==> src/design/sbt_pkg.sv <==
// shared types and constants of the symbol top-of-book tracker
`default_nettype none

package sbt_pkg;

  localparam int unsigned KeyW     = 64;
  localparam int unsigned PriceW   = 32;
  localparam int unsigned QtyW     = 32;
  localparam int unsigned TimeW    = 64;
  localparam int unsigned SumW     = 48;
  localparam int unsigned CountW   = 32;
  localparam int unsigned IdxOutW  = 6;
  localparam int unsigned SpreadW  = 33;
  localparam int unsigned InDataW  = 256;
  localparam int unsigned OutDataW = 232;

  typedef struct packed {
    logic [KeyW-1:0]   key;
    logic              sell;
    logic [PriceW-1:0] price;
    logic [QtyW-1:0]   qty;
    logic [SumW-1:0]   lat_inc;
  } item_t;

  typedef struct packed {
    logic [PriceW-1:0] bid;
    logic [PriceW-1:0] ask;
    logic              ask_seen;
    logic [SumW-1:0]   volume;
    logic [CountW-1:0] count;
    logic [SumW-1:0]   latency;
  } stats_t;

  // first member in the top bits, so entry_index lands in the lowest bits
  typedef struct packed {
    logic [SumW-1:0]    latency_total_us;
    logic [CountW-1:0]  message_count;
    logic [SumW-1:0]    volume_total;
    logic [SpreadW-1:0] spread;
    logic               ask_seen;
    logic [PriceW-1:0]  top_ask;
    logic [PriceW-1:0]  top_bid;
    logic [IdxOutW-1:0] entry_index;
  } result_t;

endpackage

`default_nettype wire

==> src/design/sbt_front.sv <==
// front stage: key normalisation and latency increment, one registered item
`default_nettype none

module sbt_front #(
  parameter int unsigned SymbolBytes = 8
) (
  input  wire logic                        clk_i,
  input  wire logic                        rst_ni,
  input  wire logic                        in_valid_i,
  output logic                             in_ready_o,
  input  wire logic [sbt_pkg::KeyW-1:0]    in_key_i,
  input  wire logic                        in_sell_i,
  input  wire logic [sbt_pkg::PriceW-1:0]  in_price_i,
  input  wire logic [sbt_pkg::QtyW-1:0]    in_qty_i,
  input  wire logic [sbt_pkg::TimeW-1:0]   in_sent_i,
  input  wire logic [sbt_pkg::TimeW-1:0]   in_now_i,
  output logic                             out_valid_o,
  input  wire logic                        out_ready_i,
  output sbt_pkg::item_t                   out_item_o
);

  logic [sbt_pkg::KeyW-1:0]  key_norm;
  logic                      key_stop;
  logic [sbt_pkg::TimeW:0]   diff;
  logic [sbt_pkg::SumW-1:0]  lat_inc;
  logic                      vld_q;
  sbt_pkg::item_t            item_q;
  sbt_pkg::item_t            item_d;

  // keep bytes up to the first zero byte, within the symbol length
  always_comb begin
    key_norm = '0;
    key_stop = 1'b0;
    for (int b = 0; b < 8; b++) begin
      if (b < int'(SymbolBytes) && !key_stop) begin
        if (in_key_i[8*b +: 8] == 8'd0) begin
          key_stop = 1'b1;
        end else begin
          key_norm[8*b +: 8] = in_key_i[8*b +: 8];
        end
      end
    end
  end

  // top bit is the borrow: now earlier than sent
  assign diff = {1'b0, in_now_i} - {1'b0, in_sent_i};

  always_comb begin
    if (diff[sbt_pkg::TimeW]) begin
      lat_inc = '0;
    end else if (|diff[sbt_pkg::TimeW-1:sbt_pkg::SumW]) begin
      lat_inc = '1;
    end else begin
      lat_inc = diff[sbt_pkg::SumW-1:0];
    end
  end

  always_comb begin
    item_d.key     = key_norm;
    item_d.sell    = in_sell_i;
    item_d.price   = in_price_i;
    item_d.qty     = in_qty_i;
    item_d.lat_inc = lat_inc;
  end

  assign in_ready_o  = !vld_q || out_ready_i;
  assign out_valid_o = vld_q;
  assign out_item_o  = item_q;

  always_ff @(posedge clk_i or negedge rst_ni) begin
    if (!rst_ni) begin
      vld_q <= 1'b0;
    end else if (in_ready_o) begin
      vld_q <= in_valid_i;
    end
  end

  always_ff @(posedge clk_i) begin
    if (in_valid_i && in_ready_o) begin
      item_q <= item_d;
    end
  end

endmodule

`default_nettype wire

==> config.mk <==
export PLATFORM = sky130hd
export DESIGN_NAME = sbt_front
export DESIGN_NICKNAME = d
export VERILOG_FILES = /design/src/design/sbt_pkg.sv /design/src/design/sbt_front.sv
export SDC_FILE = /design/constraint.sdc
export NUM_CORES = 1
export LEC_CHECK = 0
export BUFFER_PORTS_ARGS = -buffer_cell sky130_fd_sc_hd__buf_4
export CELL_PAD_IN_SITES_DETAIL_PLACEMENT = 0
export CELL_PAD_IN_SITES_GLOBAL_PLACEMENT = 1
export CORE_MARGIN = 10
export CORE_UTILIZATION = 39
export DETAILED_ROUTE_END_ITERATION = 16
export HOLD_SLACK_MARGIN = 0.15
export PLACE_DENSITY_LB_ADDON = 0.3
export SYNTH_ARGS = -nofsm -noshare
export SYNTH_HDL_FRONTEND = slang
export SYNTH_SLANG_ARGS = --single-unit
==> constraint.sdc <==
create_clock -name clk_i -period 7.87 [get_ports clk_i]
set_input_delay 1.574 -clock clk_i [delete_from_list [all_inputs] [get_ports clk_i]]
set_output_delay 1.574 -clock clk_i [all_outputs]
set_load 0.01 [all_outputs]
==> out/qor.txt <==
RSZ-0062 raised after global routing: false
Area contributors post-synth: edfxtp_1 49%, ha_1 7.5%, a21oi_1 4.4%
Setup TNS: 0 ns
fin cells: 1,828
critical path depth in cells: 13
syn_area_per_cell: 10.1 um^2
CTS tree: yes
worst-path cell chain: buf_4 -> ha_1 -> fa_1 -> nand2b_1 -> a21o_1 -> a21o_1 -> o31ai_1 -> a21o_1 -> a21o_1 -> o221a_2 -> o21ai_0 -> nor2_4 -> a41oi_1
Synth Warn #: 0
Layout area overhead: 39.0%
max-slew violations: 0
Reg2Reg Capture Point: out_item_o[164]
synthesized flop and latch total: 178
dpl cells: 1,793
final period utilization: 0.690
crit path capture type: flop
Worst Tran Pin Value: 1.11 ns
IO buf count: 439
sequential element share of the synthesized area: 0.497
R2R setup slack: 5.37 ns
num ports: 440
Gate Count Post-Synth: 1,061
Post-synth EDFFs: 177
DR iter-0 viols: 703
clk slew on worst S/H paths: 0.07 ns
GRT overflow: 0
die width: 186 um
initial antenna violation count: 4
Post-DP Area: 14,300 um^2
final core occ: 0.553
Buf/Inv on CP: 1
Maximum Capacitance Violations: 0
DP Worst Slack: 1.97 ns
Worst R2R Path Depth: 3
die area: 34,600 um^2
Final Instance Area: 14,900 um^2
CP arrival: 5.55 ns
kind of critical path: input pin to flop
cell row count: 60
postcts setup bufs: 0
Netlist Area Pre-Place: 10,700 um^2
Critical Path Sink: out_item_o[45]
Hold Path Class: flop to flop
die height: 186 um
Tot Pwr: 2.71 mW
most used cell, CP: a21o_1
status: finished clean
Tot GR Track Use: 0.230
ys flop type: edfxtp_1
clk_skew: 0.0118 ns
# DRC: 0
Fmax: 0.184 GHz
largest net degree at the start of global routing: 73
Min Hold Slack: 0.555 ns
CORE AREA: 27,000 um^2
H-tree depth: 4
CTS resizes: 0
maximum clock path buffer count: 2
Final Critical Period: 5.43 ns
critical path peak fanout: 47
DP Wirelength: 35,300 um
total clock buffers created by CTS: 17
clock sinks: 178
VDD IR max: 0.102 mV
Reg2Reg Launch Point: out_valid_o
Detailed Route WL: 42,000 um
Synth top area share: 0.495
CTS root buf: clkbuf_16
WL/cell: 23.0 um
fin nets: 1,797
Clock Latency Late Sink: 0.43 ns
commonest non-fill, non-tap cell in the layout: buf_4
Critical Path RT: 7.99 ns
first-pass GRT wire length: 59,900 um
Net Count, Synth: 1,387
pwr/cell area: 182 nW/um^2
routed via count: 10.0k
Final ANT Viol Nets: 0
filler instances: 2,446
Hold-fix buffers, CTS: 0
slowest cell delay on critical path: 0.89 ns
Final Hold Fails: 0
Post-synth ARST share: 0.00562
Critical Path Slowest Stage Cell: nor2_4
worst setup margin: 2.44 ns
P_leak: 6.40 nW
first-pass detailed-route iteration total: 6
setup-violating endpoint count in the final report: 0
Netlist cell types: 67
vias in the first global route: 9,893
Vias/cell: 5.48
Initial Utilization: 0.398
Critical Path Start: in_sent_i[0]
Rel. slew slack: 0.258
CP delay by family, top: compound AO/OA/AOI/OAI gates
GP Congestion: 0.948
highest-count cells in the layout ignoring fill and taps: 445 x buf_4, 177 x edfxtp_1, 94 x a21oi_1
post-synth top area cell: edfxtp_1
layout cells sized above 1: 0.335
Worst Setup Start Kind: input pin
[synth_stat cells (10+ instances only)]
cell	count
edfxtp_1	177
a21oi_1	94
inv_1	80
nand2_1	72
o21ai_0	70
nor2_1	65
ha_1	64
and2_1	60
a31oi_1	49
clkbuf_1	48
nand4_1	32
a21o_1	26
nor4_1	25
xnor2_1	25
xor2_1	25
nor3_1	10
[cell families after synthesis]
kind of cell | synth area share
buffers and inverters | 0.0482
xor gates and xnor gates | 0.0407
AOI/OAI and AO/OA | 0.189
DFF | 0.497
and+or+nand+nor | 0.148
adders and majority gates | 0.0764
muxes | 0.00105
[registers in the layout, indices dropped and copies added (netlist names)]
signal / flops
out_item_o: 177
out_valid_o: 1
[power breakdown]
part / internal (mW) / total (mW) / switching [mW] / leakage [nW]
Clock: 0.431 / 0.845 / 0.414 / 0.291
Combinational: 0.315 / 0.731 / 0.416 / 4.40
Sequential: 1.12 / 1.14 / 0.0164 / 1.71
Total: 1.87 / 2.71 / 0.846 / 6.40
[layout make-up]
| type | count | area [um^2] | share of cell area |
|---|---|---|---|
| Timing Repair Buffer | 445 | 3340 | 0.224 |
| Antenna cell | 3 | 7.51 | 0.000503 |
| Sequential cell | 178 | 5340 | 0.357 |
| Clock buffer | 17 | 425 | 0.0285 |
| Multi-Input combinational cell | 749 | 4920 | 0.329 |
| Inverter | 80 | 300 | 0.0201 |
| Clock inverter | 15 | 178 | 0.0119 |
| Tap cell | 341 | 427 | 0.0286 |
[layer usage]
| layer | up-vias | GRT usage | wire [um] |
|---|---|---|---|
| met5 | - | 0 | 11 |
| met4 | 2 | 0.103 | 1690 |
| met3 | 74 | 0.0624 | 3490 |
| met2 | 412 | 0.411 | 21400 |
| met1 | 4751 | 0.249 | 15300 |
| li1 | 4773 | - | - |
[worst min-delay path by stage]
stage               slack [ns]   startpoint          end  cells past startpoint
floorplan                 0.62  out_valid_o  out_valid_o                      2
detailed placement        0.54  out_valid_o  out_valid_o                      2
CTS                       0.56  out_valid_o  out_valid_o                      2
finish                    0.56  out_valid_o  out_valid_o                      2
global placement          0.52  out_valid_o  out_valid_o                      2
global route              0.60  out_valid_o  out_valid_o                      2
[worst register-to-register path, cell delays in order (launching register included)]
cell	delay (ns)
dfrtp_1	0.38
nand2b_1	0.12
and2_4	0.78
buf_4	0.81
No activity file was read; power rests on OpenSTA's default activity.
