### src/design/sbt_pkg.sv
// shared types and constants of the symbol top-of-book tracker
`default_nettype none

package sbt_pkg;

  localparam int unsigned KeyW     = 64;
  localparam int unsigned PriceW   = 32;
  localparam int unsigned QtyW     = 32;
  localparam int unsigned TimeW    = 64;
  localparam int unsigned SumW     = 48;
  localparam int unsigned CountW   = 32;
  localparam int unsigned IdxOutW  = 6;
  localparam int unsigned SpreadW  = 33;
  localparam int unsigned InDataW  = 256;
  localparam int unsigned OutDataW = 232;

  typedef struct packed {
    logic [KeyW-1:0]   key;
    logic              sell;
    logic [PriceW-1:0] price;
    logic [QtyW-1:0]   qty;
    logic [SumW-1:0]   lat_inc;
  } item_t;

  typedef struct packed {
    logic [PriceW-1:0] bid;
    logic [PriceW-1:0] ask;
    logic              ask_seen;
    logic [SumW-1:0]   volume;
    logic [CountW-1:0] count;
    logic [SumW-1:0]   latency;
  } stats_t;

  // first member in the top bits, so entry_index lands in the lowest bits
  typedef struct packed {
    logic [SumW-1:0]    latency_total_us;
    logic [CountW-1:0]  message_count;
    logic [SumW-1:0]    volume_total;
    logic [SpreadW-1:0] spread;
    logic               ask_seen;
    logic [PriceW-1:0]  top_ask;
    logic [PriceW-1:0]  top_bid;
    logic [IdxOutW-1:0] entry_index;
  } result_t;

endpackage

`default_nettype wire

### src/design/sbt_queue.sv
// two-entry queue of classified items between front and back
`default_nettype none

module sbt_queue (
  input  wire logic           clk_i,
  input  wire logic           rst_ni,
  input  wire logic           push_valid_i,
  output logic                push_ready_o,
  input  wire sbt_pkg::item_t push_item_i,
  output logic                pop_valid_o,
  input  wire logic           pop_ready_i,
  output sbt_pkg::item_t      pop_item_o
);

  sbt_pkg::item_t slot_q [2];
  logic           wr_ptr_q;
  logic           rd_ptr_q;
  logic [1:0]     fill_q;
  logic           push;
  logic           pop;

  assign push_ready_o = (fill_q != 2'd2);
  assign pop_valid_o  = (fill_q != 2'd0);
  assign pop_item_o   = slot_q[rd_ptr_q];
  assign push         = push_valid_i && push_ready_o;
  assign pop          = pop_valid_o && pop_ready_i;

  always_ff @(posedge clk_i or negedge rst_ni) begin
    if (!rst_ni) begin
      wr_ptr_q <= 1'b0;
      rd_ptr_q <= 1'b0;
      fill_q   <= 2'd0;
    end else begin
      if (push) begin
        wr_ptr_q <= !wr_ptr_q;
      end
      if (pop) begin
        rd_ptr_q <= !rd_ptr_q;
      end
      if (push && !pop) begin
        fill_q <= fill_q + 2'd1;
      end else if (pop && !push) begin
        fill_q <= fill_q - 2'd1;
      end
    end
  end

  always_ff @(posedge clk_i) begin
    if (push) begin
      slot_q[wr_ptr_q] <= push_item_i;
    end
  end

endmodule

`default_nettype wire

### config.mk
export PLATFORM = sky130hd
export DESIGN_NAME = sbt_queue
export DESIGN_NICKNAME = d
export VERILOG_FILES = /design/src/design/sbt_pkg.sv /design/src/design/sbt_queue.sv
export SDC_FILE = /design/constraint.sdc
export NUM_CORES = 1
export LEC_CHECK = 0
export BUFFER_PORTS_ARGS = -buffer_cell sky130_fd_sc_hd__clkbuf_2
export CELL_PAD_IN_SITES_DETAIL_PLACEMENT = 1
export CELL_PAD_IN_SITES_GLOBAL_PLACEMENT = 1
export CORE_MARGIN = 2
export CORE_UTILIZATION = 48
export DETAILED_ROUTE_END_ITERATION = 8
export PLACE_DENSITY = 0.9
export SLEW_MARGIN = 20
export SYNTH_ARGS = -nofsm -noshare
export SYNTH_HDL_FRONTEND = slang
export SYNTH_SLANG_ARGS = --single-unit
### constraint.sdc
create_clock -name clk_i -period 20.1 [get_ports clk_i]
set_clock_uncertainty 0.1 [all_clocks]
set_input_delay 3.015 -clock clk_i [delete_from_list [all_inputs] [get_ports clk_i]]
set_output_delay 3.015 -clock clk_i [all_outputs]
set_load 0.005 [all_outputs]
==> flow_summary.yaml, run 1 <==
timing:
  max_freq_mhz: 161.3
  max_slew_margin_pct: 28.78
  finalMaxSlewViolations: 0
  timing.setup.tns_ns: 0
  fin_crit_ns: 6.201
  worst_pin_slew_ns: 1.068
  finalSetupViolations: 0
  rsz0062_at_grt: "no"
  post-route-period-util_pct: 30.85
  finalHoldViolCount: 0
clock_tree:
  clockBufferDepth: 3
  cts_resized: 0
  clkLatencyLatePin_ns: 0.50
  cts-root-buf: "clkbuf_16"
  cts.sinks: 358
  numCtsBuffers: 38
  postCtsSetupBuffers: 0
  cts_tree: "yes"
  ctsHoldBuffers: 0
  h-tree-depth: 2
  cts.reportedPaths.clkPinSlew_ns: 0.06
logic_synthesis:
  synth-seq-cells: 358
  yosysWarnings: 0
  syn_nets: 751
  seq_area_frac_synth_pct: 80.13
  ys_types: 15
  syn_avg_cell_area_um2: 23.53
  syn_inst: 569
  syn_area_mm2: 0.01339
power_and_ir_drop:
  peakVddDrop_v: 0.0001072
  power_density_mw_per_mm2: 150.2
  p_leak_uw: 0.006713
  total_power_uw: 2544
finish:
  area_growth_pct: 26.50
  finalNonFillerCells: 1365
  final_util_pct: 61.31
  nNetsFinal: 1138
  drive_gt1_share_pct: 61.12
worst_setup_path:
  start_kind: "flop"
  cp_data_arrival_time_ns: 3.09
  required_ns: 16.99
  crit_type: "flop to primary output"
  reg2reg_slack_ns: 17.34
  worstReg2RegEnd: "slot_q[0][111]$_DFFE_PP_"
  crit_buf_inv: 2
  crit_path_cell_trace: "buf_4, mux2_4, clkbuf_2"
  cpLargestDelayFamily: "flip-flops"
  cp_slowest_cell: "dfrtp_4"
  endpoint_kind: "primary output"
  r2r.worst_path.cells: 5
  cp.depth: 3
  slowest_delay_ns: 1.08
  worstPathMaxFanout: 67
  worstReg2RegStart: "fill_q[0]$_DFFE_PN0P_"
route:
  wirelength_mm: 30.98
  num_vias: 6820
  vias_per_cell: 4.996
  drtPass1Iterations: 4
  ant_nets: 0
  drc_errors: 0
  drtIter0Drc: 408
  avgRoutedWirePerCell_um: 22.70
min_path:
  min_from: "fill_q[1]$_DFFE_PN0P_"
  hold_path_depth: 1
  worstHoldEndpoint: "fill_q[1]$_DFFE_PN0P_"
  min_path_type: "flop to flop"
die:
  io_pins: 360
  die_h_um: 171.0
  start_util_pct: 48.46
  fp-row-count: 61
  fp.dieW_um: 171.0
  die_area_mm2: 0.02925
  core_area_mm2: 0.02763
grt:
  grt_remaining_overflow: 0
  grt_pass1_wl_mm: 44.65
  antenna_found_initial: 3
  globalRouteTotalUtil_pct: 20.66
  grt_pass1_vias: 7528
  grt_max_degree: 81
place:
  place.gp.congestion: 0.7869
  io_buffers: 359
  dp_cells: 1292
  hpwlAfterDp_mm: 21.42
outcome:
  status: "completed"
job:
  max_cap_violations: 0
state kept, by name, indices dropped and copies added (netlist names):
name,cells
fill_q,2
rd_ptr_q,1
wr_ptr_q,1
slot_q,354
placed cells by master (no fill, tap or decap), types with 2 or more instances in the layout:
master and count:
clkbuf_2 359, edfxtp_1 354, mux2_4 101, mux2_2 76
clkbuf_16 41, clkbuf_1 10, bufinv_16 8, buf_4 6
clkinv_1 5, clkinv_2 4, xnor2_1 3, dfrtp_1 3
diode_2 2, nand2_1 2, xor2_1 2, buf_16 2
worst max-delay path by stage:
stage	start	endpoint	slack, ns
finish	rd_ptr_q$_DFFE_PN0P_	pop_item_o[121]	13.90
CTS	rd_ptr_q$_DFFE_PN0P_	pop_item_o[168]	13.85
detailed placement	push_valid_i	slot_q[0][82]$_DFFE_PP_	14.39
global route	rd_ptr_q$_DFFE_PN0P_	pop_item_o[26]	13.73
global placement	rd_ptr_q$_DFFE_PN0P_	pop_item_o[121]	14.41
floorplan	push_valid_i	slot_q[0][0]$_DFFE_PP_	8.84
layer usage:
layer	wire, um	global-route usage, %	vias to the layer above
li1	-	-	3049
met1	10870	22.22	3393
met2	16940	38.24	308
met3	2072	5.320	70
met4	1107	8.880	0
met5	0	0	-
cell usage after synthesis:
| cell type | n | area (um^2) |
|---|---|---|
| edfxtp_1 | 354 | 10630 |
| buf_2 | 5 | 25.02 |
| xor2_1 | 2 | 17.52 |
| inv_1 | 1 | 3.750 |
| xnor2_1 | 3 | 26.28 |
| nand2b_1 | 1 | 6.260 |
| dfrtp_1 | 4 | 100.1 |
| buf_6 | 15 | 168.9 |
| or2_2 | 1 | 6.260 |
| nor2_1 | 2 | 7.510 |
| mux2_4 | 101 | 1516 |
| nand2_1 | 2 | 7.510 |
| mux2_2 | 76 | 855.8 |
| ha_1 | 1 | 12.51 |
| and3_1 | 1 | 6.260 |
cell families (layout without fill, tap and decap cells):
kind of cell  count (synthesis)  count (layout)  synth area share, %
fa+ha+maj                     1               1              0.09343
xor+xnor                      5               5               0.3271
simple gates                  7               7               0.2524
other cells                   0               2                    0
flops                       358             358                80.13
buf+inv                      21             437                1.476
mux                         177             177                17.72
through the flow:
stage / hold WS (ns) / worst slack, ns / area, um^2
after floorplan: 0.3559 / 8.838 / 13390
after global placement: 0.3823 / 14.41 / 15530
after detailed placement: 0.4009 / 14.39 / 15530
after CTS: 0.4161 / 13.85 / 16880
after global routing: 0.4498 / 13.73 / 16940
final: 0.4141 / 13.90 / 16940
power breakdown:
group | leakage [uW] | internal (uW) | switching, uW | total (uW)
Clock | 0.000658 | 474 | 269 | 743
Combinational | 0.00272 | 364 | 334 | 698
Sequential | 0.00333 | 1020 | 79.0 | 1100
layout make-up:
class,count,area (um^2)
Antenna cell,2,5.005
Timing Repair Buffer,367,1897
Tap cell,378,473.0
Inverter,1,3.754
Sequential cell,358,10730
Multi-Input combinational cell,190,2475
Fill cell,2498,10690
Clock buffer,51,1064
Clock inverter,18,287.8
Note: power is estimated with default switching activity, not from simulation.
==> inputs of run 2 (changes only) <==
Settings changed: ABC_AREA set to 1, CORE_UTILIZATION 48 to 38, PLACE_DENSITY 0.9 to 0.81.
Clock period 20.1 ns to 5.64 ns, I/O delays scaled along.
==> run 2 against run 1 <==
  * Total power grew to 3.5 times the previous value
  * Global-route usage is 2.4 points lower
  * Worst setup slack worse by 12 ns
  * Synthesized cell count is 67% higher
  * Non-clock buffer count is 1 higher
  * Critical path type unchanged
  * Critical endpoint is now pop_item_o[159]
  * Largest cell class unchanged
  * Largest power group unchanged
==> flow_summary.yaml, run 2 <==
place:
  hpwlAfterDp_mm: 22.26
  placed_area_mm2: 0.01534
  io_buffers: 359
  pre_cts_slack_ns: 2.503
  place.gp.congestion: 0.7466
route:
  wirelength_mm: 33.47
  drc_errors: 0
  ant_nets: 0
  drtIter0Drc: 336
  vias_per_cell: 4.693
  drtPass1Iterations: 6
  num_vias: 8480
  avgRoutedWirePerCell_um: 18.52
finish:
  top_regs: "slot_q: 354 flops, fill_q: 2 flops"
  diodes: 0
  nNetsFinal: 1504
  nFillCells: 3613
  largest-register: "slot_q"
  area_growth_pct: 26.48
  design_area_mm2: 0.01661
  final_cell_mix: "nand2_1 (541), clkbuf_2 (359), edfxtp_1 (354)"
  drive_gt1_share_pct: 31.43
  largest_reg_flops: 354
  final_common_cell: "nand2_1"
grt:
  grt_remaining_overflow: 0
  antenna_found_initial: 1
  grt_max_degree: 92
  grt_pass1_wl_mm: 50.26
  grt_pass1_vias: 9236
  globalRouteTotalUtil_pct: 18.22
logic_synthesis:
  synth_common_cells: "nand2_1 (541), edfxtp_1 (354), buf_2 (20), buf_6 (13)"
  syn_inst: 953
  ys.flop_type: "edfxtp_1"
  yosysWarnings: 0
  syn_area_mm2: 0.01314
  ys_top_cells_by_area: "edfxtp_1 (81%), nand2_1 (15%), buf_6 (1.1%)"
  seq_area_frac_synth_pct: 81.69
  synth-edff-count: 354
  yosys.area.top_type: "edfxtp_1"
  synth_most_common_cell: "nand2_1"
  async_flop_share_pct: 1.117
  yosys.area.top_type_share_pct: 80.93
  syn_nets: 1135
  ys_types: 14
  syn_avg_cell_area_um2: 13.78
  synth-seq-cells: 358
power_and_ir_drop:
  p_leak_uw: 0.007166
  peakVddDrop_v: 0.0003072
  power_density_mw_per_mm2: 533.7
timing:
  max_slew_margin_pct: 29.72
  finalSetupViolations: 0
  finalMaxSlewViolations: 0
  rsz0062_at_grt: "no"
  hold_ws_ns: 0.04243
  fin_crit_ns: 3.634
  post-route-period-util_pct: 64.43
  finalHoldViolCount: 0
  max_freq_mhz: 275.2
  worst_pin_slew_ns: 1.054
  worst_slack_ns: 2.006
clock_tree:
  h-tree-depth: 2
  cts_tree: "yes"
  cts.reportedPaths.clkPinSlew_ns: 0.06
  clockBufferDepth: 3
  cts-root-buf: "clkbuf_16"
  cts.sinks: 358
  ctsHoldBuffers: 0
  clkLatencyLatePin_ns: 0.51
  numCtsBuffers: 38
  cts_resized: 0
  postCtsSetupBuffers: 0
worst_setup_path:
  start_kind: "flop"
  endpoint_kind: "primary output"
  required_ns: 4.69
  cp_data_arrival_time_ns: 2.69
  crit_type: "flop to primary output"
  worstPathMaxFanout: 91
die:
  io_pins: 360
  fp-row-count: 68
  start_util_pct: 38.31
  die_h_um: 189.9
  fp.dieW_um: 189.9
  die_area_mm2: 0.03607
  core_area_mm2: 0.03429
outcome:
  status: "completed"
min_path:
  min_path_type: "input pin to async pin"
job:
  max_cap_violations: 0
==> run 2: changes by cell type in the layout (fill, tap and decap cells not counted), sizes merged, moves of 2 or more <==
cell	before	now
bufinv	8	5
xnor2	3	1
inv	1	7
diode	2	0
nand3	0	2
mux2	177	0
clkinv	10	17
nand2	2	541
clkbuf	410	406
==> run 2: final timing paths <==
check / from / endpoint / slack, ns / cells after the start
setup / recovery: rd_ptr_q$_DFFE_PN0P_ / pop_item_o[159] / 2.01 / 5
hold / removal: rst_ni / fill_q[1]$_DFFE_PN0P_ / 0.04 / 1
setup reg to reg: fill_q[0]$_DFFE_PN0P_ / slot_q[0][106]$_DFFE_PP_ / 2.90 / 5
hold reg to reg: fill_q[0]$_DFFE_PN0P_ / fill_q[0]$_DFFE_PN0P_ / 0.40 / 1
max in group asynchronous: rst_ni / rd_ptr_q$_DFFE_PN0P_ / 5.24 / 1
min in group clk_i: fill_q[0]$_DFFE_PN0P_ / fill_q[0]$_DFFE_PN0P_ / 0.40 / 1
==> run 2: critical path: stages, from the launching register on <==
cell	delay, ns
dfrtp_4	0.63
inv_6	0.51
buf_12	0.41
nand2_1	0.13
nand2_1	0.12
clkbuf_2	0.12
==> run 2: area by class of cell <==
class                           count  area [um^2]  share of cell area, %
Sequential cell                   358        10730                  64.61
Timing Repair Buffer              368         1902                  11.45
Multi-Input combinational cell    549         2100                  12.64
Inverter                            7        31.28                 0.1883
Clock inverter                     23        229.0                  1.378
Clock buffer                       47         1049                  6.311
Tap cell                          455        569.3                  3.427
==> run 2: cell families (layout without fill, tap and decap cells) <==
group / Yosys count / after routing / synth area share, %
adder cells (fa/ha/maj): 1 / 1 / 0.09524
buffers and inverters: 46 / 445 / 2.439
AND/OR/NAND/NOR: 546 / 546 / 15.64
flip-flops: 358 / 358 / 81.69
XOR/XNOR: 2 / 2 / 0.1334
==> run 2: per-layer routing <==
metal | wire length, um | up-vias | GRT usage, %
met2 | 16920 | 310 | 32.61
li1 | - | 3957 | -
met3 | 2974 | 59 | 6.475
met1 | 12650 | 4152 | 20.15
met5 | 16 | - | 0
met4 | 904 | 2 | 5.933
==> run 2: stage by stage <==
| stage | instances | power, uW | utilization [%] | TNS [ns] |
|---|---|---|---|---|
| 2_1_floorplan | 953 | 5305 | - | -174.47 |
| 3_3_place_gp | 1737 | 6305 | 44.73 | 0 |
| 3_5_place_dp | 1737 | 6454 | 44.73 | 0 |
| 4_1_cts | 1807 | 9017 | 48.45 | 0 |
| 5_1_grt | 1807 | 9390 | 48.45 | 0 |
| 6_report | 1807 | 8867 | 48.45 | 0 |
==> run 2: power by group <==
part / switching (uW) / total, uW / internal, uW
combinational: 1690 / 2520 / 833
sequential: 186 / 3830 / 3640
clock: 974 / 2520 / 1550
